===== src/hw/rtl/tcpu_pkg.sv =====
// Shared types and constants for the tiny CPU execute unit.
// Holds opcodes, decoded operation kinds, queue depths and the
// structs passed between front end, back end and result queue.
package tcpu_pkg;

   localparam int REG_COUNT = 16;
   localparam int REG_AW    = $clog2(REG_COUNT);

   // Decoded-op queue and result queue depth
   localparam int QUEUE_DEPTH = 2;
   localparam int QPTR_W      = $clog2(QUEUE_DEPTH);
   localparam int QCNT_W      = $clog2(QUEUE_DEPTH + 1);

   // Opcode bytes
   localparam logic [7:0] OPC_INC  = 8'h01;
   localparam logic [7:0] OPC_DEC  = 8'h02;
   localparam logic [7:0] OPC_MOV  = 8'h03;
   localparam logic [7:0] OPC_LDI  = 8'h04;
   localparam logic [7:0] OPC_SHL  = 8'h05;
   localparam logic [7:0] OPC_SHR  = 8'h06;
   localparam logic [7:0] OPC_JMP  = 8'h07;
   localparam logic [7:0] OPC_JZ   = 8'h08;
   localparam logic [7:0] OPC_JNZ  = 8'h09;
   localparam logic [7:0] OPC_JEND = 8'h0A;
   localparam logic [7:0] OPC_HALT = 8'h0B;
   localparam logic [7:0] OPC_ADD  = 8'h0C;
   localparam logic [7:0] OPC_SUB  = 8'h0D;
   localparam logic [7:0] OPC_XOR  = 8'h0E;
   localparam logic [7:0] OPC_OR   = 8'h0F;
   localparam logic [7:0] OPC_IN   = 8'h10;
   localparam logic [7:0] OPC_OUT  = 8'h11;

   // Decoded operation kinds
   localparam int KIND_W = 5;
   localparam logic [KIND_W-1:0] KIND_NOP  = 5'd0;
   localparam logic [KIND_W-1:0] KIND_INC  = 5'd1;
   localparam logic [KIND_W-1:0] KIND_DEC  = 5'd2;
   localparam logic [KIND_W-1:0] KIND_MOV  = 5'd3;
   localparam logic [KIND_W-1:0] KIND_LDI  = 5'd4;
   localparam logic [KIND_W-1:0] KIND_SHL  = 5'd5;
   localparam logic [KIND_W-1:0] KIND_SHR  = 5'd6;
   localparam logic [KIND_W-1:0] KIND_JMP  = 5'd7;
   localparam logic [KIND_W-1:0] KIND_JZ   = 5'd8;
   localparam logic [KIND_W-1:0] KIND_JNZ  = 5'd9;
   localparam logic [KIND_W-1:0] KIND_JEND = 5'd10;
   localparam logic [KIND_W-1:0] KIND_HALT = 5'd11;
   localparam logic [KIND_W-1:0] KIND_ADD  = 5'd12;
   localparam logic [KIND_W-1:0] KIND_SUB  = 5'd13;
   localparam logic [KIND_W-1:0] KIND_XOR  = 5'd14;
   localparam logic [KIND_W-1:0] KIND_OR   = 5'd15;
   localparam logic [KIND_W-1:0] KIND_IN   = 5'd16;
   localparam logic [KIND_W-1:0] KIND_OUT  = 5'd17;

   typedef struct packed {
      logic [KIND_W-1:0] kind;
      logic [REG_AW-1:0] dst;
      logic [REG_AW-1:0] src;
      logic [7:0]        arg;
      logic [7:0]        in_byte;
      logic              in_at_end;
   } uop_type;

   typedef struct packed {
      logic [7:0] next_pc;
      logic       out_valid;
      logic [7:0] out_byte;
      logic       halted;
      logic       zero_seen;
      logic       end_seen;
   } rsp_type;

endpackage


===== src/hw/rtl/tcpu_front.sv =====
// Front end: accepts instructions, decodes them into operation kinds
// and buffers them in a short queue. Depends on tcpu_pkg.
module tcpu_front (
   input  logic              clock,
   input  logic              reset,
   input  logic              push,
   output logic              full,
   input  logic [7:0]        mode,
   input  logic [7:0]        operand,
   input  logic [7:0]        in_byte,
   input  logic              in_at_end,
   output logic              deq_valid,
   output tcpu_pkg::uop_type deq_uop,
   input  logic              deq
);

   tcpu_pkg::uop_type                 q_mem_ff [tcpu_pkg::QUEUE_DEPTH];
   logic [tcpu_pkg::QPTR_W-1:0]       wr_ptr_ff, wr_ptr_in;
   logic [tcpu_pkg::QPTR_W-1:0]       rd_ptr_ff, rd_ptr_in;
   logic [tcpu_pkg::QCNT_W-1:0]       cnt_ff, cnt_in;
   tcpu_pkg::uop_type                 dec_uop;
   logic                              accept;

   localparam logic [tcpu_pkg::QPTR_W-1:0] PTR_LAST = tcpu_pkg::QPTR_W'(tcpu_pkg::QUEUE_DEPTH - 1);
   localparam logic [tcpu_pkg::QCNT_W-1:0] CNT_FULL = tcpu_pkg::QCNT_W'(tcpu_pkg::QUEUE_DEPTH);

   always_comb begin
      dec_uop.dst       = operand[tcpu_pkg::REG_AW-1:0];
      dec_uop.src       = operand[7:4];
      dec_uop.arg       = operand;
      dec_uop.in_byte   = in_byte;
      dec_uop.in_at_end = in_at_end;
      case (mode)
         tcpu_pkg::OPC_INC:  dec_uop.kind = tcpu_pkg::KIND_INC;
         tcpu_pkg::OPC_DEC:  dec_uop.kind = tcpu_pkg::KIND_DEC;
         tcpu_pkg::OPC_MOV:  dec_uop.kind = tcpu_pkg::KIND_MOV;
         tcpu_pkg::OPC_LDI:  dec_uop.kind = tcpu_pkg::KIND_LDI;
         tcpu_pkg::OPC_SHL:  dec_uop.kind = tcpu_pkg::KIND_SHL;
         tcpu_pkg::OPC_SHR:  dec_uop.kind = tcpu_pkg::KIND_SHR;
         tcpu_pkg::OPC_JMP:  dec_uop.kind = tcpu_pkg::KIND_JMP;
         tcpu_pkg::OPC_JZ:   dec_uop.kind = tcpu_pkg::KIND_JZ;
         tcpu_pkg::OPC_JNZ:  dec_uop.kind = tcpu_pkg::KIND_JNZ;
         tcpu_pkg::OPC_JEND: dec_uop.kind = tcpu_pkg::KIND_JEND;
         tcpu_pkg::OPC_HALT: dec_uop.kind = tcpu_pkg::KIND_HALT;
         tcpu_pkg::OPC_ADD:  dec_uop.kind = tcpu_pkg::KIND_ADD;
         tcpu_pkg::OPC_SUB:  dec_uop.kind = tcpu_pkg::KIND_SUB;
         tcpu_pkg::OPC_XOR:  dec_uop.kind = tcpu_pkg::KIND_XOR;
         tcpu_pkg::OPC_OR:   dec_uop.kind = tcpu_pkg::KIND_OR;
         tcpu_pkg::OPC_IN:   dec_uop.kind = tcpu_pkg::KIND_IN;
         tcpu_pkg::OPC_OUT:  dec_uop.kind = tcpu_pkg::KIND_OUT;
         default:            dec_uop.kind = tcpu_pkg::KIND_NOP;
      endcase
      // load constant always targets r0
      if (dec_uop.kind == tcpu_pkg::KIND_LDI) begin
         dec_uop.dst = '0;
      end
   end

   assign full      = (cnt_ff == CNT_FULL);
   assign accept    = push && !full;
   assign deq_valid = (cnt_ff != '0);
   assign deq_uop   = q_mem_ff[rd_ptr_ff];

   always_comb begin
      wr_ptr_in = wr_ptr_ff;
      rd_ptr_in = rd_ptr_ff;
      cnt_in    = cnt_ff;
      if (accept) begin
         wr_ptr_in = (wr_ptr_ff == PTR_LAST) ? '0 : wr_ptr_ff + 1'b1;
      end
      if (deq) begin
         rd_ptr_in = (rd_ptr_ff == PTR_LAST) ? '0 : rd_ptr_ff + 1'b1;
      end
      case ({accept, deq})
         2'b10:   cnt_in = cnt_ff + 1'b1;
         2'b01:   cnt_in = cnt_ff - 1'b1;
         default: cnt_in = cnt_ff;
      endcase
   end

   always_ff @(posedge clock) begin
      if (accept) begin
         q_mem_ff[wr_ptr_ff] <= dec_uop;
      end
   end

   always_ff @(posedge clock) begin
      if (reset) begin
         wr_ptr_ff <= '0;
         rd_ptr_ff <= '0;
         cnt_ff    <= '0;
      end else begin
         wr_ptr_ff <= wr_ptr_in;
         rd_ptr_ff <= rd_ptr_in;
         cnt_ff    <= cnt_in;
      end
   end

endmodule


===== src/hw/rtl/tcpu_back.sv =====
// Back end: register file read stage followed by the execute stage that
// owns the program counter and flags. Depends on tcpu_pkg.
module tcpu_back (
   input  logic              clock,
   input  logic              reset,
   input  logic              q_valid,
   input  tcpu_pkg::uop_type q_uop,
   output logic              q_deq,
   output logic              res_push,
   output tcpu_pkg::rsp_type res_data,
   input  logic              res_ready
);

   logic [7:0]                 rf_mem [tcpu_pkg::REG_COUNT];
   logic [tcpu_pkg::REG_COUNT-1:0] rf_vld_ff, rf_vld_in;

   logic              a_valid_ff, a_valid_in;
   tcpu_pkg::uop_type a_uop_ff;
   logic [7:0]        rd_val_ff;
   logic [7:0]        rs_val_ff;

   logic [7:0] pc_ff, pc_in;
   logic       zf_ff, zf_in;
   logic       ef_ff, ef_in;

   logic       exec_fire;
   logic       issue;
   logic       wr_en;
   logic       wr_fire;
   logic [7:0] wr_val;
   logic [7:0] jump_to;
   logic [7:0] step2;
   logic       out_valid;
   logic       halted;
   logic       fwd_d;
   logic       fwd_s;

   assign exec_fire = a_valid_ff && res_ready;
   assign issue     = q_valid && (!a_valid_ff || exec_fire);
   assign q_deq     = issue;

   always_comb begin
      if (issue) begin
         a_valid_in = 1'b1;
      end else if (exec_fire) begin
         a_valid_in = 1'b0;
      end else begin
         a_valid_in = a_valid_ff;
      end
   end

   // execute
   always_comb begin
      jump_to   = pc_ff + a_uop_ff.arg;
      step2     = pc_ff + 8'd2;
      wr_en     = 1'b0;
      wr_val    = '0;
      pc_in     = step2;
      ef_in     = ef_ff;
      out_valid = 1'b0;
      halted    = 1'b0;
      case (a_uop_ff.kind)
         tcpu_pkg::KIND_INC: begin
            wr_en = 1'b1; wr_val = rd_val_ff + 8'd1;
         end
         tcpu_pkg::KIND_DEC: begin
            wr_en = 1'b1; wr_val = rd_val_ff - 8'd1;
         end
         tcpu_pkg::KIND_MOV: begin
            wr_en = 1'b1; wr_val = rs_val_ff;
         end
         tcpu_pkg::KIND_LDI: begin
            wr_en = 1'b1; wr_val = a_uop_ff.arg;
         end
         tcpu_pkg::KIND_SHL: begin
            wr_en = 1'b1; wr_val = {rd_val_ff[6:0], 1'b0};
         end
         tcpu_pkg::KIND_SHR: begin
            wr_en = 1'b1; wr_val = {1'b0, rd_val_ff[7:1]};
         end
         tcpu_pkg::KIND_ADD: begin
            wr_en = 1'b1; wr_val = rd_val_ff + rs_val_ff;
         end
         tcpu_pkg::KIND_SUB: begin
            wr_en = 1'b1; wr_val = rd_val_ff - rs_val_ff;
         end
         tcpu_pkg::KIND_XOR: begin
            wr_en = 1'b1; wr_val = rd_val_ff ^ rs_val_ff;
         end
         tcpu_pkg::KIND_OR: begin
            wr_en = 1'b1; wr_val = rd_val_ff | rs_val_ff;
         end
         tcpu_pkg::KIND_IN: begin
            wr_en = 1'b1; wr_val = a_uop_ff.in_byte;
            ef_in = a_uop_ff.in_at_end;
         end
         tcpu_pkg::KIND_OUT: begin
            out_valid = 1'b1;
         end
         tcpu_pkg::KIND_JMP:  pc_in = jump_to;
         tcpu_pkg::KIND_JZ:   pc_in = zf_ff ? jump_to : step2;
         tcpu_pkg::KIND_JNZ:  pc_in = zf_ff ? step2 : jump_to;
         tcpu_pkg::KIND_JEND: pc_in = ef_ff ? jump_to : step2;
         tcpu_pkg::KIND_HALT: begin
            halted = 1'b1; pc_in = pc_ff;
         end
         default: pc_in = pc_ff;
      endcase
      zf_in = wr_en ? (wr_val == 8'd0) : zf_ff;
   end

   assign wr_fire = exec_fire && wr_en;

   always_comb begin
      rf_vld_in = rf_vld_ff;
      if (wr_fire) begin
         rf_vld_in[a_uop_ff.dst] = 1'b1;
      end
   end

   // bypass a write retiring this cycle into the read stage
   assign fwd_d = wr_fire && (a_uop_ff.dst == q_uop.dst);
   assign fwd_s = wr_fire && (a_uop_ff.dst == q_uop.src);

   assign res_push           = exec_fire;
   assign res_data.next_pc   = pc_in;
   assign res_data.out_valid = out_valid;
   assign res_data.out_byte  = out_valid ? rd_val_ff : 8'd0;
   assign res_data.halted    = halted;
   assign res_data.zero_seen = zf_in;
   assign res_data.end_seen  = ef_in;

   always_ff @(posedge clock) begin
      if (wr_fire) begin
         rf_mem[a_uop_ff.dst] <= wr_val;
      end
      if (issue) begin
         a_uop_ff <= q_uop;
         if (fwd_d) begin
            rd_val_ff <= wr_val;
         end else if (!rf_vld_ff[q_uop.dst]) begin
            rd_val_ff <= '0;
         end else begin
            rd_val_ff <= rf_mem[q_uop.dst];
         end
         if (fwd_s) begin
            rs_val_ff <= wr_val;
         end else if (!rf_vld_ff[q_uop.src]) begin
            rs_val_ff <= '0;
         end else begin
            rs_val_ff <= rf_mem[q_uop.src];
         end
      end
   end

   always_ff @(posedge clock) begin
      if (reset) begin
         a_valid_ff <= 1'b0;
         rf_vld_ff  <= '0;
         pc_ff      <= '0;
         zf_ff      <= 1'b0;
         ef_ff      <= 1'b0;
      end else begin
         a_valid_ff <= a_valid_in;
         rf_vld_ff  <= rf_vld_in;
         if (exec_fire) begin
            pc_ff <= pc_in;
            zf_ff <= zf_in;
            ef_ff <= ef_in;
         end
      end
   end

endmodule


===== src/hw/rtl/tcpu_rsp_queue.sv =====
// Result queue between the execute stage and the result ports.
// Depends on tcpu_pkg for the result struct and queue depth.
module tcpu_rsp_queue (
   input  logic              clock,
   input  logic              reset,
   input  logic              push,
   input  tcpu_pkg::rsp_type push_data,
   output logic              ready,
   output logic              empty,
   input  logic              pop,
   output tcpu_pkg::rsp_type pop_data
);

   tcpu_pkg::rsp_type           q_mem_ff [tcpu_pkg::QUEUE_DEPTH];
   logic [tcpu_pkg::QPTR_W-1:0] wr_ptr_ff, wr_ptr_in;
   logic [tcpu_pkg::QPTR_W-1:0] rd_ptr_ff, rd_ptr_in;
   logic [tcpu_pkg::QCNT_W-1:0] cnt_ff, cnt_in;
   logic                        pop_fire;

   localparam logic [tcpu_pkg::QPTR_W-1:0] PTR_LAST = tcpu_pkg::QPTR_W'(tcpu_pkg::QUEUE_DEPTH - 1);
   localparam logic [tcpu_pkg::QCNT_W-1:0] CNT_FULL = tcpu_pkg::QCNT_W'(tcpu_pkg::QUEUE_DEPTH);

   assign empty    = (cnt_ff == '0);
   assign pop_fire = pop && !empty;
   // a full queue still takes a result when the head leaves this cycle
   assign ready    = (cnt_ff != CNT_FULL) || pop_fire;
   assign pop_data = q_mem_ff[rd_ptr_ff];

   always_comb begin
      wr_ptr_in = wr_ptr_ff;
      rd_ptr_in = rd_ptr_ff;
      if (push) begin
         wr_ptr_in = (wr_ptr_ff == PTR_LAST) ? '0 : wr_ptr_ff + 1'b1;
      end
      if (pop_fire) begin
         rd_ptr_in = (rd_ptr_ff == PTR_LAST) ? '0 : rd_ptr_ff + 1'b1;
      end
      case ({push, pop_fire})
         2'b10:   cnt_in = cnt_ff + 1'b1;
         2'b01:   cnt_in = cnt_ff - 1'b1;
         default: cnt_in = cnt_ff;
      endcase
   end

   always_ff @(posedge clock) begin
      if (push) begin
         q_mem_ff[wr_ptr_ff] <= push_data;
      end
   end

   always_ff @(posedge clock) begin
      if (reset) begin
         wr_ptr_ff <= '0;
         rd_ptr_ff <= '0;
         cnt_ff    <= '0;
      end else begin
         wr_ptr_ff <= wr_ptr_in;
         rd_ptr_ff <= rd_ptr_in;
         cnt_ff    <= cnt_in;
      end
   end

endmodule


===== src/hw/rtl/tiny_cpu_execute_unit.sv =====
// Execute unit of a small 8-bit machine: one two-byte instruction per item,
// sixteen registers, program counter, zero and end-of-input flags. It takes
// one instruction per clock when neither side stalls; an accepted instruction
// passes through the decode queue and then the register read stage, and
// execute writes its result straight into the result queue. The register
// read stage, with a bypass from the execute stage, sets the one-per-clock
// rate. Halt is not sticky; unknown opcodes change nothing.
module tiny_cpu_execute_unit (
   input  logic       clock,
   input  logic       reset,
   input  logic       req_push,
   output logic       req_full,
   input  logic [7:0] req_mode,
   input  logic [7:0] req_operand,
   input  logic [7:0] req_in_byte,
   input  logic       req_in_at_end,
   output logic       rsp_empty,
   input  logic       rsp_pop,
   output logic [7:0] rsp_next_pc,
   output logic       rsp_out_valid,
   output logic [7:0] rsp_out_byte,
   output logic       rsp_halted,
   output logic       rsp_zero_seen,
   output logic       rsp_end_seen
);

   logic              deq_valid;
   logic              deq;
   tcpu_pkg::uop_type deq_uop;
   logic              res_push;
   logic              res_ready;
   tcpu_pkg::rsp_type res_data;
   tcpu_pkg::rsp_type rsp_data;

   tcpu_front u_front (
      .clock     (clock),
      .reset     (reset),
      .push      (req_push),
      .full      (req_full),
      .mode      (req_mode),
      .operand   (req_operand),
      .in_byte   (req_in_byte),
      .in_at_end (req_in_at_end),
      .deq_valid (deq_valid),
      .deq_uop   (deq_uop),
      .deq       (deq)
   );

   tcpu_back u_back (
      .clock     (clock),
      .reset     (reset),
      .q_valid   (deq_valid),
      .q_uop     (deq_uop),
      .q_deq     (deq),
      .res_push  (res_push),
      .res_data  (res_data),
      .res_ready (res_ready)
   );

   tcpu_rsp_queue u_rsp_queue (
      .clock     (clock),
      .reset     (reset),
      .push      (res_push),
      .push_data (res_data),
      .ready     (res_ready),
      .empty     (rsp_empty),
      .pop       (rsp_pop),
      .pop_data  (rsp_data)
   );

   assign rsp_next_pc   = rsp_data.next_pc;
   assign rsp_out_valid = rsp_data.out_valid;
   assign rsp_out_byte  = rsp_data.out_byte;
   assign rsp_halted    = rsp_data.halted;
   assign rsp_zero_seen = rsp_data.zero_seen;
   assign rsp_end_seen  = rsp_data.end_seen;

`ifndef SYNTHESIS
   a_reset_clears: assert property (@(posedge clock)
      reset |=> rsp_empty && !req_full)
      else $error("queues not empty after reset");

   a_halt_no_out: assert property (@(posedge clock) disable iff (reset)
      !rsp_empty |-> !(rsp_halted && rsp_out_valid))
      else $error("halt result also carries an output byte");

   a_out_byte_zero: assert property (@(posedge clock) disable iff (reset)
      (!rsp_empty && !rsp_out_valid) |-> (rsp_out_byte == 8'd0))
      else $error("output byte nonzero without OUT");

   a_no_dequeue_empty: assert property (@(posedge clock) disable iff (reset)
      deq |-> deq_valid)
      else $error("back end took an op from an empty decode queue");
`endif

endmodule


===== config.mk =====
export PLATFORM = sky130hd
export DESIGN_NAME = tiny_cpu_execute_unit
export DESIGN_NICKNAME = d
export VERILOG_FILES = /design/src/hw/rtl/tcpu_pkg.sv /design/src/hw/rtl/tcpu_front.sv /design/src/hw/rtl/tcpu_back.sv /design/src/hw/rtl/tcpu_rsp_queue.sv /design/src/hw/rtl/tiny_cpu_execute_unit.sv
export SDC_FILE = /design/constraint.sdc
export NUM_CORES = 1
export LEC_CHECK = 0
export BUFFER_PORTS_ARGS = -buffer_cell sky130_fd_sc_hd__buf_2
export CORE_ASPECT_RATIO = 0.8
export CORE_MARGIN = 5
export CORE_UTILIZATION = 60
export DETAILED_ROUTE_END_ITERATION = 8
export PLACE_DENSITY = 0.77
export REMOVE_ABC_BUFFERS = 1
export SKIP_CTS_REPAIR_TIMING = 1
export SYNTH_ARGS = -nofsm -noshare
export SYNTH_HDL_FRONTEND = slang
export SYNTH_SLANG_ARGS = --single-unit

===== constraint.sdc =====
create_clock -name clock -period 5.65 [get_ports clock]
set_input_delay 1.13 -clock clock [delete_from_list [all_inputs] [get_ports clock]]
set_output_delay 1.13 -clock clock [all_outputs]
set_load 0.05 [all_outputs]

[Yosys cells after proc, flatten, opt, wreduce, memory -nomap -nowiden]
Memory sizes are Yosys's and may differ from the RTL's. A register that Yosys moved wholly into a read port is not among the register bits.
Index checks and enable logic that the tools add are counted.
Cells by class
  add/subtract/negate cells: 14
  order comparisons: 4
  equal/unequal tests: 26
  mux-type cells: 41
  bitwise logic cells: 3
  reductions and logical operators: 22
Operator list (number)
  one-hot mux 8 bit (11 select lines): 1
  2-to-1 mux 8 bit: 8
  == test 5 x 4 -> 1 bit (second input constant): 8
  one-hot mux 8 bit (5 select lines): 1
  == test 5 x 3 -> 1 bit (second input constant): 5
  2-to-1 mux 1 bit: 24
  adder 8 bit: 2
  bitwise OR 16 bit: 1
  < comparator 4 x 5 -> 1 bit (second input constant): 3
  OR reduction 12 bit: 1
  OR reduction 11 bit: 1
  == test 5 x 2 -> 1 bit (second input constant): 2
  == test 5 bit (second input constant): 2
  adder 8 x 1 -> 8 bit (second input constant): 1
  adder 8 x 2 -> 8 bit (second input constant): 1
  binary-select mux 1 bit (select 4 bit): 2
  == test 4 bit: 2
  logical AND 1 bit: 8
  zero test 8 bit: 1
  bitwise OR 8 bit: 1
  one-hot mux 2 bit (2 select lines): 2
  nonzero test 2 bit: 4
  subtractor 8 x 1 -> 8 bit (second input constant): 1
  subtractor 8 bit: 1
  other kinds (16): 27
Word-level totals
  bits in registers: 77
  memory bits (writable): 228
  ROM bits: 160
  input bits: 29
  output and inout bits: 22
  word-level logic and storage cells: 132
  memories kept: 4
Memory list
  (no name shown): words 32, width 5, rd ports 1, clocked after Yosys merged registers in 0, write ports 0, line tcpu_front.sv:33  | case (mode)
  u_back.rf_mem: words 16, width 8, rd ports 2, clocked after Yosys merged registers in 0, write ports 1, line tcpu_back.sv:14  | logic [7:0] rf_mem [tcpu_pkg::REG_COUNT];
  u_front.q_mem_ff: words 2, width 30, rd ports 1, clocked after Yosys merged registers in 1, write ports 1, line tcpu_front.sv:17  | tcpu_pkg::uop_type q_mem_ff [tcpu_pkg::QUEUE_DEPTH];
  u_rsp_queue.q_mem_ff: words 2, width 20, rd ports 1, clocked after Yosys merged registers in 1, write ports 1, line tcpu_rsp_queue.sv:14  | tcpu_pkg::rsp_type q_mem_ff [tcpu_pkg::QUEUE_DEPTH];

[Depth between registers and ports, before layout]
  depth after elaboration: 9
  mapped depth: 14
  mapped depth without buffers: 14

[Modules after synthesis]
Synthesis repeated with hierarchy kept, for this count alone.
Unflattened totals
  cell total of the unflattened synthesis: 967
  area total of the unflattened synthesis: 14521.4 µm²
Modules (own cells, without submodules)
  tcpu_back: times used 1, cells each 756, area an instance 10659.0 µm², seq. area each 5645.4 µm²
  tcpu_front: times used 1, cells each 125, area an instance 2214.6 µm², seq. area each 1661.6 µm²
  tcpu_rsp_queue: times used 1, cells each 86, area an instance 1647.8 µm², seq. area each 1301.2 µm²

[Worst setup path before layout]
Ideal clock, no wire load.
  path kind: input-to-reg
  from: in rsp_pop
  to: reg u_front.cnt_ff[1] in the netlist's numbering
  setup time: 0.071 ns
  arrival: 4.407 ns
  required time: 5.579 ns
  setup slack: 1.172 ns
  stages: 5
  path buffers: 0
  cell sequence: nor3b_1 -> a21oi_1 -> ha_1 -> or3_1 -> a21oi_1
Between the ends
  longest elaborated chain between the ends: 7
  elaborated cells on any way between the ends: 9
  those cells by class: eq/ne: 2; mux: 1; reduce/logical: 6
Ends and longest elaborated chain
  start: declaration: line tiny_cpu_execute_unit.sv:18  | input logic rsp_pop,
  logical AND 1 bit *: line tcpu_rsp_queue.sv:24  | assign pop_fire = pop && !empty;
  logical OR 1 bit *: line tcpu_rsp_queue.sv:26  | assign ready = (cnt_ff != CNT_FULL) || pop_fire;
  logical AND 1 bit *: line tcpu_back.sv:38  | assign exec_fire = a_valid_ff && res_ready;
  logical OR 1 bit *: line tcpu_back.sv:39  | assign issue = q_valid && (!a_valid_ff || exec_fire);
  logical AND 1 bit *: line tcpu_back.sv:39
  named net deq: line tiny_cpu_execute_unit.sv:28  | logic deq;
  == test 2 x 1 -> 1 bit / == test 2 bit (equally long branches): line tcpu_front.sv:74  | case ({accept, deq})
  one-hot mux 2 bit (2 select lines) / nonzero test 2 bit (equally long branches)
  end signal: assignment: line tcpu_front.sv:95  | cnt_ff <= cnt_in;
  end: declaration: line tcpu_front.sv:20  | logic [tcpu_pkg::QCNT_W-1:0] cnt_ff, cnt_in;
Mark *: on every way through the listed nets, which the timed path passes. The rest lies on a longest branch.
A chain may end at the register's enable or synchronous reset.

[Final worst setup path]
  from: reg u_back.a_uop_ff[25] in the netlist's numbering
  to: mem u_back.rf_mem[13][5], data pin
Between the ends
  longest elaborated chain between the ends: 2
  elaborated cells on any way between the ends: 12
  those cells by class: eq/ne: 11; mux: 1
Ends and longest elaborated chain
  start: declaration: line tcpu_back.sv:18  | tcpu_pkg::uop_type a_uop_ff;
  start signal: assignment: line tcpu_back.sv:138  | a_uop_ff <= q_uop;
  == test 5 bit (tied with other cells): line tcpu_back.sv:62  | case (a_uop_ff.kind)
  one-hot mux 8 bit (11 select lines) *: line tcpu_back.sv:62
  named net u_back.wr_val[5]: line tcpu_back.sv:30  | logic [7:0] wr_val;
  end: declaration: line tcpu_back.sv:14
Marked as above.

==> impl_metrics.json <==
{
  "cts.path.max_buffers": 3,
  "synth_edf_count": 262,
  "drcViolationCount": 0,
  "die_h_um": 150,
  "drt_pass1_iterations": 6,
  "cts_tree": "yes",
  "io_pins": 51,
  "synth_area_um2": 14700,
  "syn_to_final_growth_pct": 11.1,
  "cts_sinks": 299,
  "min_period_over_period_pct": 73.8,
  "totalWireLength_mm": 38.8,
  "yosysWarnings": 0,
  "numCtsBuffers": 29,
  "drtAntennaViolNets": 0,
  "ys_types": 75,
  "portBuffers": 50,
  "drv_cap": 0,
  "final_common_cell": "nand2_1",
  "peakVddDrop_mv": 0.438,
  "finalSetupTns_ns": 0,
  "p_per_area_nw_per_um2": 545,
  "vias": 11200,
  "path_cells": "or4b_4, o21ai_0, nand2b_1, or2_2, inv_1, ha_1, nand2b_1, a21oi_1, o21ai_0, nand2_1, a311oi_1, inv_1",
  "ys_seq_area_share_pct": 58.5,
  "grt_antenna_before_repair": 0,
  "layout-drive-gt1-share_pct": 14.2,
  "syn_area_per_cell_um2": 10.8,
  "gp_congestion": 0.974,
  "final_nets": 1435,
  "insertion_delay_ns": 0.57,
  "fin_skew_ns": 0.0128,
  "n_antenna_cell": 0,
  "synth_compound_area_share_pct": 10.5,
  "rsz0062_at_grt": "no",
  "start_kind": "register",
  "drt_iter0_markers": 1694,
  "period_minus_slack_ns": 4.17,
  "initial_utilization_pct": 60.7,
  "top_usage_layer": "met1",
  "die-area_um2": 27800,
  "grt_pass1_wl_mm": 60.3,
  "hold_viol": 0,
  "worstPathArrival_ns": 4.34,
  "p_leak_nw": 6.08,
  "worstSetupEndpointType": "register",
  "gr-usage-met3_pct": 6.68,
  "dpl_worst_slack_ns": 1.31,
  "cp_slowest_stage_delay_ns": 0.68,
  "die_x_um": 185,
  "synth-main-ff-cell": "edfxtp_1",
  "routedWlPerCell_um": 22.6,
  "synthArstFlopShare_pct": 0,
  "final_max_slew_viol_count": 0,
  "clk_pin_slew_ns": 0.06,
  "cts.root.buffer_cell": "clkbuf_16",
  "grt_max_degree": 72,
  "relSlewSlack_pct": 21.4,
  "grt-ovfl-total": 0,
  "status": "complete, no violations",
  "rows": 51,
  "setup_ws_ns": 1.48,
  "slowest_stage": "a311oi_1",
  "worstMarginPinSlew_ns": 1.17,
  "dpl.hpwl_mm": 25.4,
  "synth_top_family_by_area": "simple AND/OR/NAND/NOR gates",
  "max_freq_ghz": 0.240,
  "synth.mux.area_fraction_pct": 4.64,
  "path_class": "register to register",
  "setup_viol": 0,
  "hp-class": "register to register",
  "synth-xor-area-share_pct": 2.00,
  "cp.required_ns": 5.82,
  "ys_seq_elements": 299,
  "h-tree-depth": 1,
  "fp.coreArea_um2": 24200,
  "met1_usage_pct": 42.4,
  "synthCells": 1357,
  "synthAdderAreaFrac_pct": 2.48,
  "synth_simple_gate_area_share_pct": 18.6,
  "path_max_fanout": 19,
  "layout_common_cells": "nand2_1 (292), edfxtp_1 (262), nor2_1 (90)",
  "use_met2_pct": 40.2,
  "grt_usage_pct": 28.0,
  "viasPerCell": 6.50,
  "grt_pass1_vias": 10600
}
-- per-stage QoR --
stage               power, mW  cell area (µm²)  hold WS (ns)  util, %  std cells
floorplan                5.51            14400         0.435        -       1280
global placement         6.61            15300         0.468     63.0       1665
detailed placement       6.67            15300         0.479     63.0       1665
CTS                      8.84            16300         0.487     67.4       1719
global route             9.29            16300         0.521     67.4       1719
finish                   8.92            16300         0.491     67.4       1719
-- registers in the layout (all words and copies together) (netlist names), named ones only --
name and count:
u_back.zf_ff 1, u_back.ef_ff 1, u_front.rd_ptr_ff 1, u_back.rf_vld_ff 16, u_front.q_mem_ff 52, u_back.rf_mem 128
u_front.wr_ptr_ff 1, u_front.cnt_ff 2, u_back.a_uop_ff 26, u_rsp_queue.rd_ptr_ff 1, u_back.a_valid_ff 1, u_back.pc_ff 8
u_back.rd_val_ff 8, u_rsp_queue.q_mem_ff 40, u_back.rs_val_ff 8, u_rsp_queue.cnt_ff 2, u_rsp_queue.wr_ptr_ff 1
-- final timing paths --
kind	start	endpoint	slack [ns]	depth (start not counted)
setup / recovery	u_back.a_uop_ff[25]	u_back.rf_mem[13][5]	1.48	12
hold / removal	u_back.rf_vld_ff[7]	u_back.rf_vld_ff[7]	0.49	2
setup reg to reg	u_back.a_uop_ff[25]	u_back.rf_mem[13][5]	1.48	12
hold reg to reg	u_back.rf_vld_ff[7]	u_back.rf_vld_ff[7]	0.49	2
-- area by class of cell --
class	count	area, µm²
Fill cell	1800	7900
Clock inverter	16	269
Clock buffer	38	810
Inverter	43	161
Tap cell	318	398
Multi-Input combinational cell	938	5720
Sequential cell	299	8610
Timing Repair Buffer	67	378
-- worst max-delay path, delay by kind of cell (launching register included) --
family / cells / cell delay (ns)
adders and majority gates: 1 / 0.21
buffers and inverters: 2 / 0.56
AOI/OAI and AO/OA: 4 / 1.04
DFF: 1 / 0.64
and+or+nand+nor: 5 / 1.33
-- cells by family after synthesis --
family	Yosys count
simple gates	607
flops	299
compound gates	211
buf+inv	120
mux	60
xor+xnor	32
fa+ha+maj	28
-- synthesized netlist by cell type (all sizes together) (3+ instances only) --
master,instances,share of area (%)
a2111o,3,0.23
a21o,3,0.15
a21oi,55,1.9
a221o,5,0.34
a22o,3,0.18
a22oi,7,0.36
a311oi,47,2.8
a31o,15,0.89
a31oi,17,0.72
and2,9,0.38
and3,46,2.0
buf,25,0.82
clkbuf,52,1.3
dfxtp,37,5.0
edfxtp,262,53
ha,26,2.2
inv,41,1.0
mux2,40,3.1
mux2i,18,1.3
nand2,293,7.5
nand2b,10,0.43
nand3,83,2.8
nor2,91,2.3
nor2b,6,0.26
nor3,31,1.1
nor3b,5,0.26
nor4,7,0.30
nor4b,3,0.18
o211a,3,0.20
o211ai,3,0.15
o21ai,19,0.65
o21bai,3,0.15
or2,6,0.27
or3,8,0.34
xnor2,24,1.4
xor2,7,0.42
-- per-layer routing --
metal	vias up	part of all wire, %
li1	5035	-
met1	5290	42
met2	731	42
met3	114	12
met4	0	3.5
met5	-	0
-- power by group --
group | leakage, nW | internal [mW] | switching [mW] | total, mW
clock | 0.527 | 1.33 | 0.833 | 2.16
sequential | 2.75 | 3.03 | 0.366 | 3.40
combinational | 2.81 | 1.07 | 2.28 | 3.36
No activity file was read; power rests on OpenSTA's default activity.
